--- config.mk ---
export PLATFORM = sky130hd
export DESIGN_NAME = escaped_frame_deframer_core
export DESIGN_NICKNAME = d
export VERILOG_FILES = /design/src/rtl/core/efd_pkg.sv /design/src/rtl/core/escaped_frame_deframer_core.sv
export SDC_FILE = /design/constraint.sdc
export NUM_CORES = 1
export LEC_CHECK = 0
export ABC_CLOCK_PERIOD_IN_PS = 6300
export BUFFER_PORTS_ARGS = -buffer_cell sky130_fd_sc_hd__buf_2
export CAP_MARGIN = 0
export CORE_ASPECT_RATIO = 0.75
export CORE_UTILIZATION = 30
export CTS_CLUSTER_SIZE = 20
export DETAILED_ROUTE_END_ITERATION = 10
export PLACE_DENSITY = 0.45
export SYNTH_ARGS = -nofsm -noshare
export SYNTH_HDL_FRONTEND = slang
export SYNTH_SLANG_ARGS = --single-unit
--- constraint.sdc ---
create_clock -name i_clk -period 6.3 [get_ports i_clk]
set_input_delay 0.63 -clock i_clk [delete_from_list [all_inputs] [get_ports i_clk]]
set_output_delay 0.63 -clock i_clk [all_outputs]
set_load 0.03 [all_outputs]
--- src/rtl/core/efd_pkg.sv ---
// Shared types and constants for the escaped frame deframer.
`default_nettype none
package efd_pkg;

    localparam logic [7:0] HEAD_BYTE           = 8'hFE;
    localparam logic [7:0] TAIL_BYTE           = 8'hFF;
    localparam logic [7:0] ESC_FF_CODE         = 8'hFD;
    localparam logic [7:0] ESC_FE_CODE         = 8'hFC;
    localparam logic [7:0] HEADER_OVERHEAD     = 8'd4;
    localparam logic [7:0] MAX_FRAME_LEN_RESET = 8'd65;

    typedef enum logic [1:0] {
        KIND_DATA   = 2'd0,
        KIND_DONE   = 2'd1,
        KIND_LONG   = 2'd2,
        KIND_BADESC = 2'd3
    } t_kind;

    typedef struct packed {
        t_kind       kind;
        logic [7:0]  payload_byte;
        logic [7:0]  payload_index;
        logic [7:0]  sender_port;
        logic [7:0]  target_port;
        logic [15:0] node_address;
        logic [7:0]  declared_length;
    } t_result;

endpackage
`default_nettype wire

--- src/rtl/core/escaped_frame_deframer_core.sv ---
// Escaped frame deframer: head hunt, header capture, payload unescape, abort checks.
//
// Usage
//   Input channel: raw received bytes on i_rx_byte, handshake i_in_valid / o_in_ready.
//   A word is taken at a rising edge with both high; one word per cycle is sustained while o_in_ready stays high.
//   Output channel: one result word (kind, decoded byte, index, header fields) on
//   o_out_valid / i_out_ready. Each result is registered (output or skid register).
//   Many input words (idle noise, header bytes, escape lead-ins) give none.
//   Throughput is one input word per cycle, as the state machine steps once per word;
//   the only limit is the output side taking its results.
//   Stall: the output register is backed by a one-deep skid register, so an input
//   word is still taken while a result waits. Only when both are full does
//   o_in_ready drop, and it rises again when the skid word moves on as the receiver takes a word.
//   Configuration: i_cfg_wr_en / i_cfg_wr_data write the raw frame limit at once,
//   and are meant to be used only while the block is idle.
//   Reset (synchronous, active low): frame state idle and hunting for the head,
//   counters and header fields zero, limit back to 65, both output stages empty.
//   No clearing pass is needed; the block is ready in the first cycle after reset.
`default_nettype none
module escaped_frame_deframer_core (
    input  wire logic        i_clk,
    input  wire logic        i_rst_n,
    // configuration
    input  wire logic        i_cfg_wr_en,
    input  wire logic [7:0]  i_cfg_wr_data,
    // input channel
    input  wire logic        i_in_valid,
    output      logic        o_in_ready,
    input  wire logic [7:0]  i_rx_byte,
    // output channel
    output      logic        o_out_valid,
    input  wire logic        i_out_ready,
    output      efd_pkg::t_kind o_kind,
    output      logic [7:0]  o_payload_byte,
    output      logic [7:0]  o_payload_index,
    output      logic [7:0]  o_sender_port,
    output      logic [7:0]  o_target_port,
    output      logic [15:0] o_node_address,
    output      logic [7:0]  o_declared_length
);
    import efd_pkg::*;

    typedef enum logic [2:0] {
        PH_IDLE = 3'd0,
        PH_LEN  = 3'd1,
        PH_SRC  = 3'd2,
        PH_DST  = 3'd3,
        PH_ADLO = 3'd4,
        PH_ADHI = 3'd5,
        PH_DATA = 3'd6,
        PH_ESC  = 3'd7
    } t_phase;

    // frame state
    t_phase      r_phase,         n_phase;
    logic [7:0]  r_raw_count,     n_raw_count;
    logic [7:0]  r_decoded_count, n_decoded_count;
    logic [7:0]  r_stated_length, n_stated_length;
    logic [7:0]  r_src_port,      n_src_port;
    logic [7:0]  r_dst_port,      n_dst_port;
    logic [15:0] r_address,       n_address;
    logic [7:0]  r_max_frame_len;

    // output register and skid stage
    logic        r_o_valid;
    t_result     r_o_data;
    logic        r_s_valid;
    t_result     r_s_data;

    logic        in_acc;
    logic        out_free;
    logic        res_valid;
    t_result     res;

    assign o_in_ready = !r_s_valid;
    assign in_acc     = i_in_valid && o_in_ready;
    assign out_free   = !r_o_valid || i_out_ready;

    // one step of the frame state machine for the byte on the input port
    always_comb begin
        n_phase         = r_phase;
        n_raw_count     = r_raw_count;
        n_decoded_count = r_decoded_count;
        n_stated_length = r_stated_length;
        n_src_port      = r_src_port;
        n_dst_port      = r_dst_port;
        n_address       = r_address;
        res_valid       = 1'b0;
        res.kind            = KIND_DATA;
        res.payload_byte    = 8'd0;
        res.payload_index   = r_decoded_count;
        res.sender_port     = r_src_port;
        res.target_port     = r_dst_port;
        res.node_address    = r_address;
        res.declared_length = r_stated_length;

        if (r_phase == PH_IDLE) begin
            // hunt for the head; everything else is noise
            if (i_rx_byte == HEAD_BYTE) begin
                n_phase         = PH_LEN;
                n_raw_count     = 8'd1;
                n_decoded_count = 8'd0;
                n_stated_length = 8'd0;
                n_src_port      = 8'd0;
                n_dst_port      = 8'd0;
                n_address       = 16'd0;
            end
        end else if (r_raw_count >= r_max_frame_len) begin
            // limit reached: abort before looking at the byte at all
            res_valid   = 1'b1;
            res.kind    = KIND_LONG;
            n_phase     = PH_IDLE;
            n_raw_count = 8'd0;
        end else begin
            n_raw_count = r_raw_count + 8'd1;
            case (r_phase)
                PH_LEN: begin
                    n_stated_length = (i_rx_byte >= HEADER_OVERHEAD) ?
                                      (i_rx_byte - HEADER_OVERHEAD) : 8'd0;
                    n_phase = PH_SRC;
                end
                PH_SRC: begin
                    n_src_port = i_rx_byte;
                    n_phase    = PH_DST;
                end
                PH_DST: begin
                    n_dst_port = i_rx_byte;
                    n_phase    = PH_ADLO;
                end
                PH_ADLO: begin
                    n_address = {8'd0, i_rx_byte};
                    n_phase   = PH_ADHI;
                end
                PH_ADHI: begin
                    n_address = {i_rx_byte, r_address[7:0]};
                    n_phase   = PH_DATA;
                end
                PH_DATA: begin
                    if (i_rx_byte == TAIL_BYTE) begin
                        res_valid   = 1'b1;
                        res.kind    = KIND_DONE;
                        n_phase     = PH_IDLE;
                        n_raw_count = 8'd0;
                    end else if (i_rx_byte == HEAD_BYTE) begin
                        n_phase = PH_ESC;
                    end else begin
                        res_valid        = 1'b1;
                        res.payload_byte = i_rx_byte;
                        n_decoded_count  = r_decoded_count + 8'd1;
                    end
                end
                PH_ESC: begin
                    if (i_rx_byte == ESC_FF_CODE || i_rx_byte == ESC_FE_CODE) begin
                        res_valid        = 1'b1;
                        res.payload_byte = (i_rx_byte == ESC_FF_CODE) ?
                                           TAIL_BYTE : HEAD_BYTE;
                        n_decoded_count  = r_decoded_count + 8'd1;
                        n_phase          = PH_DATA;
                    end else begin
                        res_valid   = 1'b1;
                        res.kind    = KIND_BADESC;
                        n_phase     = PH_IDLE;
                        n_raw_count = 8'd0;
                    end
                end
                default: begin
                    n_phase     = PH_IDLE;
                    n_raw_count = 8'd0;
                end
            endcase
        end
    end

    // frame state and limit register
    always_ff @(posedge i_clk) begin
        if (!i_rst_n) begin
            r_phase         <= PH_IDLE;
            r_raw_count     <= 8'd0;
            r_decoded_count <= 8'd0;
            r_stated_length <= 8'd0;
            r_src_port      <= 8'd0;
            r_dst_port      <= 8'd0;
            r_address       <= 16'd0;
            r_max_frame_len <= MAX_FRAME_LEN_RESET;
        end else begin
            if (i_cfg_wr_en) begin
                r_max_frame_len <= i_cfg_wr_data;
            end
            if (in_acc) begin
                r_phase         <= n_phase;
                r_raw_count     <= n_raw_count;
                r_decoded_count <= n_decoded_count;
                r_stated_length <= n_stated_length;
                r_src_port      <= n_src_port;
                r_dst_port      <= n_dst_port;
                r_address       <= n_address;
            end
        end
    end

    // output register with skid: skid drains first, new words go to the skid on a stall
    always_ff @(posedge i_clk) begin
        if (!i_rst_n) begin
            r_o_valid <= 1'b0;
            r_s_valid <= 1'b0;
        end else if (out_free) begin
            if (r_s_valid) begin
                r_o_valid <= 1'b1;
                r_s_valid <= 1'b0;
            end else begin
                r_o_valid <= in_acc && res_valid;
            end
        end else if (in_acc && res_valid) begin
            r_s_valid <= 1'b1;
        end
    end

    always_ff @(posedge i_clk) begin
        if (out_free) begin
            if (r_s_valid) begin
                r_o_data <= r_s_data;
            end else if (in_acc && res_valid) begin
                r_o_data <= res;
            end
        end else if (in_acc && res_valid) begin
            r_s_data <= res;
        end
    end

    assign o_out_valid       = r_o_valid;
    assign o_kind            = r_o_data.kind;
    assign o_payload_byte    = r_o_data.payload_byte;
    assign o_payload_index   = r_o_data.payload_index;
    assign o_sender_port     = r_o_data.sender_port;
    assign o_target_port     = r_o_data.target_port;
    assign o_node_address    = r_o_data.node_address;
    assign o_declared_length = r_o_data.declared_length;

    // skid only ever holds a word behind a full output register
    a_skid_behind_out: assert property (@(posedge i_clk) disable iff (!i_rst_n)
        r_s_valid |-> r_o_valid)
        else $error("skid word without output word");

    // a result produced while the output is stalled lands in the skid
    a_stall_to_skid: assert property (@(posedge i_clk) disable iff (!i_rst_n)
        (in_acc && res_valid && !out_free) |=> r_s_valid)
        else $error("stalled result lost");

    // raw count is zero exactly when hunting for a head
    a_idle_count: assert property (@(posedge i_clk) disable iff (!i_rst_n)
        (r_phase == PH_IDLE) == (r_raw_count == 8'd0))
        else $error("raw count out of step with phase");

    // a frame end always returns to head hunting
    a_end_goes_idle: assert property (@(posedge i_clk) disable iff (!i_rst_n)
        (in_acc && res_valid && res.kind != KIND_DATA) |=> (r_phase == PH_IDLE))
        else $error("frame end did not return to idle");

endmodule
`default_nettype wire
# Word-level counts from Yosys, hierarchy flattened
# Cells that the tools add are included.
dict set report word_totals {
  romBits 0
  ram_bits 0
  out_inout_bits 60
  word_cells 128
  latch_bits 0
  mem_count 0
  reg_bits 185
}
dict set report classes {
  n_mux 52
  bitwise 2
  n_reduce_logical 26
  eq_ne 18
  n_addsub 3
  mul 0
  n_shift 0
  magnitude_cmp 2
  n_div 0
}
# op count
set ops {}
lappend ops {{two-way mux 8 bit} 25}
lappend ops {{two-way mux 58 bit} 2}
lappend ops {{two-way mux 16 bit} 3}
lappend ops {{== test 8 bit (second input constant)} 4}
lappend ops {{one-hot mux 16 bit (2 select lines)} 1}
lappend ops {{one-hot mux 8 bit (3 select lines)} 1}
lappend ops {{one-hot mux 3 bit (7 select lines)} 1}
lappend ops {{one-hot mux 10 bit (2 select lines)} 1}
lappend ops {{two-way mux 3 bit} 6}
lappend ops {{adder 8 x 1 -> 8 bit (second input constant)} 2}
lappend ops {{one-hot mux 8 bit (2 select lines)} 1}
lappend ops {{AND reduction 4 bit} 4}
lappend ops {{== test 3 bit (second input constant)} 4}
lappend ops {{two-way mux 10 bit} 1}
lappend ops {{nonzero test 2 bit} 5}
lappend ops {{!= test 3 bit (second input constant)} 3}
lappend ops {{>= comparator 8 x 3 -> 1 bit (second input constant)} 1}
lappend ops {{>= comparator 8 bit} 1}
lappend ops {{subtractor 8 x 3 -> 8 bit (second input constant)} 1}
lappend ops {{two-way mux 1 bit} 7}
lappend ops {{AND reduction 7 bit} 1}
lappend ops {{== test 3 x 2 -> 1 bit (second input constant)} 2}
lappend ops {{AND reduction 2 bit} 3}
lappend ops {{nonzero test 3 bit} 2}
lappend ops {{15 further kinds} 21}

# Longest topological paths before layout
# Gate-level depths: netlist of run 1.
dict set report logic_depth {
  ltp_word 9
  depth_mapped 10
}

# Least setup slack after synthesis of run 1
# Ideal clock, no wire load.
dict set report synth_path {
  kind {register -> register}
  startpoint {register r_raw_count[0]}
  endpoint {register r_o_data (netlist bit o_declared_length[0]), enable pin}
  path_buffers 0
  path_stages_with_launch 10
  t_arrival_ns 4.125
  period_less_slack_ns 4.606
  path_slack_ns 1.694
  path_cell_list {dfxtp_1 > inv_1 > ha_1 > nand2b_1 > a21oi_1 > o211ai_2 > nand2_2 > o21ai_0 > and2_1 > nor2b_1}
}
dict set report synth_between {
  elab_chain_cells 6
}
# element line_no
set synth_rtl {}
lappend synth_rtl {{start, declared} escaped_frame_deframer_core.sv:56} ;# logic [7:0] r_raw_count, n_raw_count;
lappend synth_rtl {{start signal, assigned} escaped_frame_deframer_core.sv:191} ;# r_raw_count <= n_raw_count;
lappend synth_rtl {{>= comparator 8 bit} escaped_frame_deframer_core.sv:108} ;# end else if (r_raw_count >= r_max_frame_len) begin
lappend synth_rtl {{two-way mux 1 bit} escaped_frame_deframer_core.sv:108}
lappend synth_rtl {{two-way mux 1 bit} escaped_frame_deframer_core.sv:97} ;# if (r_phase == PH_IDLE) begin
lappend synth_rtl {{logical AND 1 bit} escaped_frame_deframer_core.sv:222} ;# end else if (in_acc && res_valid) begin
lappend synth_rtl {{nonzero test 2 bit (no source line)} -}
lappend synth_rtl {{AND reduction 2 bit (no source line)} -}
lappend synth_rtl {{end signal, assigned} escaped_frame_deframer_core.sv:221} ;# r_o_data <= r_s_data;
lappend synth_rtl {{end signal, assigned} escaped_frame_deframer_core.sv:223} ;# r_o_data <= res;
lappend synth_rtl {{end, declared} escaped_frame_deframer_core.sv:66} ;# t_result r_o_data;
# Every way passes these cells.
# A chain may end at the register's enable or synchronous reset.

# Final worst setup path of run 1
dict set report layout_path {
  startpoint {register r_raw_count[0]}
  endpoint {register r_o_data (netlist bit o_target_port[7]), enable pin}
}
# The elaborated chain is that of the path after synthesis.

==> out/metrics.cfg, run 1 <==
[run_status]
status=finished clean

[cts]
clkSinkCount=185
numCtsBuffers=17
ctsResizeCount=0
htree_levels=4
root_buffer=clkbuf_16
cts.path.max_buffers=2
cts_tree=built
path_clk_slew_ns=0.07
ctsHoldBuffers=0
post_cts_buffers=0
clk_latency_ns=0.44

[power]
peakVddDrop_mv=0.1652
clkPwrFrac_pct=46.6
power.density_mw_per_mm2=271.8
switching_power_w=0.0005382
switching_share_pct=21.59
p_int_w=0.001955
combPwrFrac_pct=2.2
p_leak_nw=3.101
power_frac_seq_pct=51.2

[die]
dieWidth_um=188.6
rows=50
core_mm2=0.02527
start_util_pct=30.99
die_area_mm2=0.02676
pin_count=81
die_h_um=141.9

[placed_design]
place_congestion=0.8038
port_buffers=80
dp_hpwl_um=11340

[setup_path]
start_kind=register
path_class=register to register
worstPathArrival_ns=3.55
r2r_start=r_raw_count[0]
path_cells=inv_1, ha_1, nand2b_1, a21oi_1, o211ai_2, nand2_2, o21ai_0, and2_1, nor2b_4, buf_4
end_kind=register
critPathLaunch=r_raw_count[0]
r2r_slack_ns=2.82
required_ns=6.37
max_stage_delay_ns=0.62
crit_slowest_cell=buf_4
worstPathMaxFanout=44
r2r-end=o_target_port[7]
cp.buffers_inverters=2
r2r_cells=10
cp_top_family=simple AND/OR/NAND/NOR gates

[routing]
vias_per_cell=4.818
firstDrtPassIters=6
wirelength_um=17420
vias=4991
drtIter0Drc=446
final_antenna_net_count=0
wl_per_cell_um=16.81
drc=0

[timing]
fmax_mhz=287.6
finalCriticalPeriod_ns=3.477
finalSetupViolCount=0
tightest_slew_ns=0.8696
slew_viol_final=0
fin_hold_ws_ns=0.4162
finalHoldViolations=0
fin_crit_sh_pct=55.19
fin_tns_setup_ns=0
grt_setup_unrepaired=false
slew_headroom_pct=42.02
clock_skew_ns=0.01027

[job]
maxCapViolCount=0

[finish]
final_cell_mix=116 x edfxtp_1, 80 x buf_2, 68 x dfxtp_1
final_common_cell=edfxtp_1
layout-drive-gt1-share_pct=27.65
nets=719
areaGrowthSynthToFinish_pct=17.13
antenna_cells=0

[yosys]
synth_warnings=0
synth_area_mm2=0.007831
synth_edf_count=116
synth_nets=657
syn_avg_cell_area_um2=12.57
async_flop_share_pct=0
synth-seq-cells=185
seq_area_frac_synth_pct=62.12
syn_inst=623
ys_types=59
synth_ff_type=edfxtp_1

[hold_path]
hold_path_end=r_max_frame_len[0]
min_path_type=input port to register
min_path_cells=3
hold_start=i_cfg_wr_data[0]

[global_routing]
grt_pass1_vias=5005
grt-ovfl-total=0
grt_first_pass_wirelength_um=28000
grt_start_max_net_pins=70
track_usage_pct=13.62
antenna_found_initial=0

[Yosys cell counts (4+ instances only)]
cell type | instances | area (um^2)
o31ai_1 | 15 | 112.6
and3_1 | 5 | 31.28
nor2b_1 | 11 | 68.82
o21ai_0 | 33 | 165.2
inv_1 | 13 | 48.80
o21ai_1 | 4 | 20.02
nand4_1 | 26 | 162.7
dfxtp_1 | 69 | 1381
nand2_1 | 58 | 217.7
edfxtp_1 | 116 | 3483
mux2_2 | 48 | 540.5
buf_4 | 6 | 45.04
a21oi_1 | 15 | 75.07
mux2i_1 | 11 | 110.1
buf_2 | 6 | 30.03
nand3_1 | 22 | 110.1
a2111oi_4 | 4 | 110.1
xor2_1 | 4 | 35.03
nor2_1 | 36 | 135.1
ha_1 | 13 | 162.7
a31oi_1 | 6 | 37.54
nand2b_1 | 6 | 37.54
a22o_1 | 6 | 52.55
clkbuf_1 | 29 | 108.9
xnor2_1 | 8 | 70.07
nor3_1 | 5 | 25.02
[state kept, by name, indices dropped and copies added (netlist names), 3 cells and up]
signal / cells
o_payload_byte: 8
r_address: 16
r_src_port: 8
r_phase: 3
o_payload_index: 8
r_dst_port: 8
r_stated_length: 8
o_target_port: 8
r_max_frame_len: 8
o_node_address: 16
o_declared_length: 8
o_sender_port: 8
r_raw_count: 8
r_s_data: 58
r_decoded_count: 8
[power by group through the flow]
| stage | Combinational (W) | Sequential [W] | Clock (W) |
|---|---|---|---|
| final | 0.0000561 | 0.00128 | 0.00116 |
| after global routing | 0.0000617 | 0.00128 | 0.00124 |
| after CTS | 0.0000568 | 0.00128 | 0.00119 |
| after detailed placement | 0.0000563 | 0.00130 | 0 |
| after global placement | 0.0000556 | 0.00130 | 0 |
| after floorplan | 0.0000369 | 0.00130 | 0 |
[layout make-up]
cell class / instances / area (um^2)
sequential: 185 / 4866
clock buffer: 18 / 450.4
clock inverter: 14 / 201.4
fill: 2465 / 16100
tap: 338 / 422.9
timing repair buffer: 85 / 437.9
multi-input combinational: 383 / 2745
inverter: 13 / 48.80
[worst reg2reg max path, delay by kind of cell (launching register included)]
| kind | cells | cell delay [ns] |
|---|---|---|
| DFF | 1 | 0.39 |
| buffers and inverters | 2 | 0.71 |
| AOI/OAI and AO/OA | 3 | 0.66 |
| adders and majority gates | 1 | 0.19 |
| and+or+nand+nor | 4 | 1.13 |
[worst max-delay path by stage]
stage | to | slack (ns) | depth (start not counted)
after floorplan | o_declared_length[0] | 1.69 | 9
after global placement | o_node_address[5] | 2.94 | 10
after detailed placement | o_target_port[7] | 2.79 | 10
after CTS | o_node_address[10] | 2.79 | 10
after global routing | o_target_port[7] | 2.48 | 10
final | o_target_port[7] | 2.82 | 10
[logic make-up (layout without fill, tap and decap cells)]
kind of cell / after synthesis / count (layout) / share of synthesized area, %
AOI/OAI and AO/OA: 106 / 106 / 10.29
xor gates and xnor gates: 12 / 12 / 1.342
adders and majority gates: 13 / 13 / 2.077
buffers and inverters: 55 / 130 / 3.020
DFF: 185 / 185 / 62.12
muxes: 59 / 59 / 8.308
and+or+nand+nor: 193 / 193 / 12.85
[stage by stage]
stage / worst slack, ns / cell area (um^2) / utilization, % / total power [W] / instances
finish: 2.823 / 9173 / 36.29 / 0.002493 / 1036
global route: 2.476 / 9173 / 36.29 / 0.002581 / 1036
CTS: 2.786 / 9173 / 36.29 / 0.002521 / 1036
detailed placement: 2.793 / 8521 / 33.71 / 0.001359 / 1004
global placement: 2.943 / 8521 / 33.71 / 0.001358 / 1004
floorplan: 1.694 / 7831 / - / 0.001339 / 623
[per-layer routing]
layer	routed length [um]	part of all wire (%)	GRT usage (%)	up-vias
met5	0	0	0	-
met4	210	1.2	4.329	0
met3	881	5.1	3.488	13
met2	7953	46	21.25	108
met1	8374	48	18.45	2442
li1	-	-	-	2428
(Power assumes the default switching activity.)
==> run 2: changes to the inputs <==
- ABC_CLOCK_PERIOD_IN_PS: 6300 -> 3600
- clock period: 6.3 -> 3.6 ns (I/O delays scaled with it)
==> out/metrics.cfg, run 2 (synthesis results as in run 1) <==
[finish]
fin_cells=1038
largest_reg_flops=58
final_common_cell=edfxtp_1
nFillCells=2512
areaGrowthSynthToFinish_pct=16.42
regMostFlops=r_s_data
antenna_cells=0
final_cell_mix=116 x edfxtp_1, 80 x buf_2, 68 x dfxtp_1
layout-drive-gt1-share_pct=27.43
nets=721

[cts]
path_clk_slew_ns=0.07
cts.path.max_buffers=2
htree_levels=4
clkSinkCount=185
post_cts_buffers=0
ctsHoldBuffers=0
ctsResizeCount=0
clk_latency_ns=0.44
root_buffer=clkbuf_16
cts_tree=built
numCtsBuffers=17

[routing]
wl_met3_um=633
met1Wirelength_um=8919
firstDrtPassIters=7
wl_per_cell_um=16.85
wirelength_um=17500
drc=0
drtIter0Drc=295
vias_per_cell=4.803
highest_layer=met4
vias=4985
routed-wl-met2_um=7809
final_antenna_net_count=0

[setup_path]
r2r_cells=10
cp_top_family=compound AO/OA/AOI/OAI gates
r2r-end=o_payload_index[7]
worstPathArrival_ns=3.02
critPathLaunch=r_raw_count[0]
path_cells=inv_1, ha_1, a31oi_1, nor2b_1, o211ai_2, nand2_2, o21ai_0, and2_1, nor2b_4, buf_12
start_kind=register
max_stage_delay_ns=0.43
end_kind=register
r2r_slack_ns=0.71
required_ns=3.73
worstPathMaxFanout=58
crit_slowest_cell=o21ai_0
path_class=register to register
r2r_start=r_raw_count[0]
cp.buffers_inverters=2

[die]
die_h_um=141.9
pin_count=81
rows=50
dieWidth_um=188.6
start_util_pct=30.99
core_mm2=0.02527
die_area_mm2=0.02676

[placed_design]
dp_hpwl_um=11410
place_ws_ns=0.7411
port_buffers=80
dp_cells=1006
place_congestion=0.7896

[global_routing]
grt-ovfl-total=0
antenna_found_initial=0
grt_start_max_net_pins=60
track_usage_pct=13.85
grt_first_pass_wirelength_um=28630
grt_pass1_vias=5079

[hold_path]
hold_path_end=r_max_frame_len[0]
min_path_cells=3
hold_start=i_cfg_wr_data[0]
min_path_type=input port to register

[power]
peakVddDrop_mv=0.3118
power.density_mw_per_mm2=456.7
p_leak_nw=3.082

[timing]
slew_headroom_pct=48.68
fmax_mhz=345.5
tightest_slew_ns=0.7699
fin_crit_sh_pct=80.39
finalCriticalPeriod_ns=2.894
finalHoldViolations=0
fin_hold_ws_ns=0.1430
slew_viol_final=0
fin_tns_setup_ns=0
clock_skew_ns=0.01446
finalSetupViolCount=0
fin_ws_ns=0.7060
grt_setup_unrepaired=false

[job]
maxCapViolCount=0

[run_status]
status=finished clean

-- run 2: changes by cell type in the layout (fill, tap and decap cells not counted), sizes merged --
| cell | previous run | this run |
|---|---|---|
| buf | 85 | 87 |
| bufinv | 3 | 1 |
| clkbuf | 18 | 19 |
| clkinv | 3 | 4 |
| clkinvlp | 2 | 1 |
| inv | 19 | 20 |
-- run 2: worst max path at each step --
stage	cells past startpoint	endpoint
6_report	10	o_payload_index[7]
5_1_grt	10	o_node_address[9]
4_1_cts	10	o_node_address[9]
3_5_place_dp	10	o_node_address[9]
3_3_place_gp	10	o_target_port[7]
2_1_floorplan	9	o_declared_length[0]
-- run 2: final cells by class --
class,instances,area [um^2],area share [%]
multi-input cells,383,2745,30.11
repair buffers,87,465.4,5.105
flip-flops and latches,185,4866,53.37
inverters,13,48.80,0.5352
well taps,338,422.9,4.638
clock inverters,13,136.4,1.496
clock buffers,19,432.9,4.748
-- run 2: per-layer routing --
metal,up-vias,track usage [%]
li1,2435,-
met1,2457,19.31
met2,83,21.23
met3,10,3.586
met4,0,3.650
met5,-,0
-- run 2: worst min-delay path, stage by stage --
cell,delay [ns]
buf_2,0.08
mux2i_1,0.05
nand2_1,0.05
-- run 2: power by group --
part	switching, W	leakage, nW	internal [W]
Combinational	0.0000687	1.19	0.0000291
Sequential	0.00000284	1.61	0.00223
Clock	0.000856	0.279	0.000978
Total	0.000928	3.08	0.00324
-- run 2: stage by stage --
stage               cell area [um^2]  utilization, %  total power [W]
global route                    9117           36.07         0.004319
global placement                8548           33.82         0.002377
finish                          9117           36.07         0.004164
floorplan                       7836               -         0.002344
detailed placement              8548           33.82         0.002379
CTS                             9117           36.07         0.004218
==> run 3: changes to the inputs <==
- ABC_CLOCK_PERIOD_IN_PS: 3600 -> 2700
- clock period: 3.6 -> 2.7 ns (I/O delays scaled with it)
==> out/metrics.cfg, run 3 (synthesis results as in run 1) <==
[run_status]
status=finished clean

[routing]
drtIter0Drc=356
vias_per_cell=4.766
wirelength_um=17780
firstDrtPassIters=5
vias=5042
final_antenna_net_count=0
drc=0
wl_per_cell_um=16.80

[finish]
nets=741
final_cell_mix=116 x edfxtp_1, 80 x buf_2, 67 x dfxtp_1
antenna_cells=0
regMostFlops=r_s_data
largest_reg_flops=58
post-route-util_pct=36.77
layout-drive-gt1-share_pct=30.56
areaGrowthSynthToFinish_pct=18.68
final_common_cell=edfxtp_1

[placed_design]
port_buffers=80
dp_hpwl_um=12020
place_congestion=0.7760

[die]
core_mm2=0.02527
dieWidth_um=188.6
rows=50
start_util_pct=30.99
die_area_mm2=0.02676
pin_count=81
die_h_um=141.9

[cts]
path_clk_slew_ns=0.07
cts_tree=built
htree_levels=4
root_buffer=clkbuf_16
clkSinkCount=185
clk_latency_ns=0.44
numCtsBuffers=17
ctsHoldBuffers=0
cts.path.max_buffers=2

[timing]
finalCriticalPeriod_ns=2.494
fin_hold_ws_ns=0.05380
finalHoldViolations=0
fin_crit_sh_pct=92.38
grt_setup_unrepaired=false
tightest_slew_ns=0.5839
slew_headroom_pct=60.95
fmax_mhz=400.9
clock_skew_ns=0.01053
slew_viol_final=0
finalSetupViolCount=0

[setup_path]
worstPathMaxFanout=41
worstPathArrival_ns=2.61
path_class=register to register
max_stage_delay_ns=0.35
cp.buffers_inverters=2
r2r_start=r_max_frame_len[7]
crit_slowest_cell=dfxtp_1
end_kind=register
start_kind=register
critPathLaunch=r_max_frame_len[7]
cp_top_family=simple AND/OR/NAND/NOR gates
required_ns=2.81
path_cells=inv_1, ha_1, and3_1, o211ai_2, nand2_4, o21ai_2, and2_4, nor2b_4, buf_12

[global_routing]
grt-ovfl-total=0
grt_first_pass_wirelength_um=28810
track_usage_pct=13.92
antenna_found_initial=0
grt_pass1_vias=5108
grt_start_max_net_pins=59

[hold_path]
hold_start=i_cfg_wr_data[0]
min_path_type=input port to register

[power]
p_leak_nw=3.179
power.density_mw_per_mm2=591.6
peakVddDrop_mv=0.4160

[job]
maxCapViolCount=0

==> run 3: cell count changes in the layout (fill, tap and decap cells not counted), moves of 2 or more <==
cell,before,now
inv_8,3,1
inv_6,4,6
clkbuf_1,2,0
buf_4,6,25
==> run 3: worst min-delay path, delay by kind of cell <==
family	cells	cell delay, ns
buffers and inverters	1	0.07
multiplexers	1	0.05
AND/OR/NAND/NOR	1	0.06
==> run 3: final timing paths <==
check,slack [ns],to,cells after the start
worst min register to register,0.46,r_s_data[8],0
worst max-delay path,0.21,o_sender_port[6],9
worst max register to register,0.21,o_sender_port[6],9
worst min-delay path,0.05,r_max_frame_len[0],3
==> run 3: metrics by stage <==
step | setup TNS (ns) | power (W) | instance area [um^2] | setup WS, ns | cells
finish | 0 | 0.005498 | 9294 | 0.2056 | 1058
global route | 0 | 0.005692 | 9294 | 0.02060 | 1058
CTS | 0 | 0.005564 | 9281 | 0.1118 | 1058
detailed placement | 0 | 0.003184 | 8722 | 0.1454 | 1026
global placement | 0 | 0.003182 | 8722 | 0.2365 | 1026
floorplan | -2.029 | 0.003126 | 7858 | -0.03499 | 623
==> run 3: what timing repair did <==
item,4_1_cts,5_1_grt
resized for setup,0,2
setup buffers,0,0
endpoints found under the setup margin,0,78
==> run 3: report_power, final <==
group	internal (W)	switching, W	total (W)
registers	0.00297	0.00000399	0.00298
clock network	0.00121	0.00116	0.00238
logic	0.0000487	0.0000948	0.000143
total	0.00423	0.00126	0.00550
==> run 3: final cells by class <==
type | count | area (um^2)
fill | 2515 | 15980
sequential | 185 | 4867
multi-input combinational | 383 | 2768
timing repair buffer | 107 | 628.1
clock buffer | 17 | 425.4
tap | 338 | 422.9
clock inverter | 15 | 133.9
inverter | 13 | 48.80
==> run 3: metal layers <==
metal  up-vias  track usage [%]  routed length, um
met5         -                0                  0
met4         0            4.032                191
met3        14            3.215                621
met2        87            21.73               7977
met1      2464            19.22               8987
li1       2477                -                  -
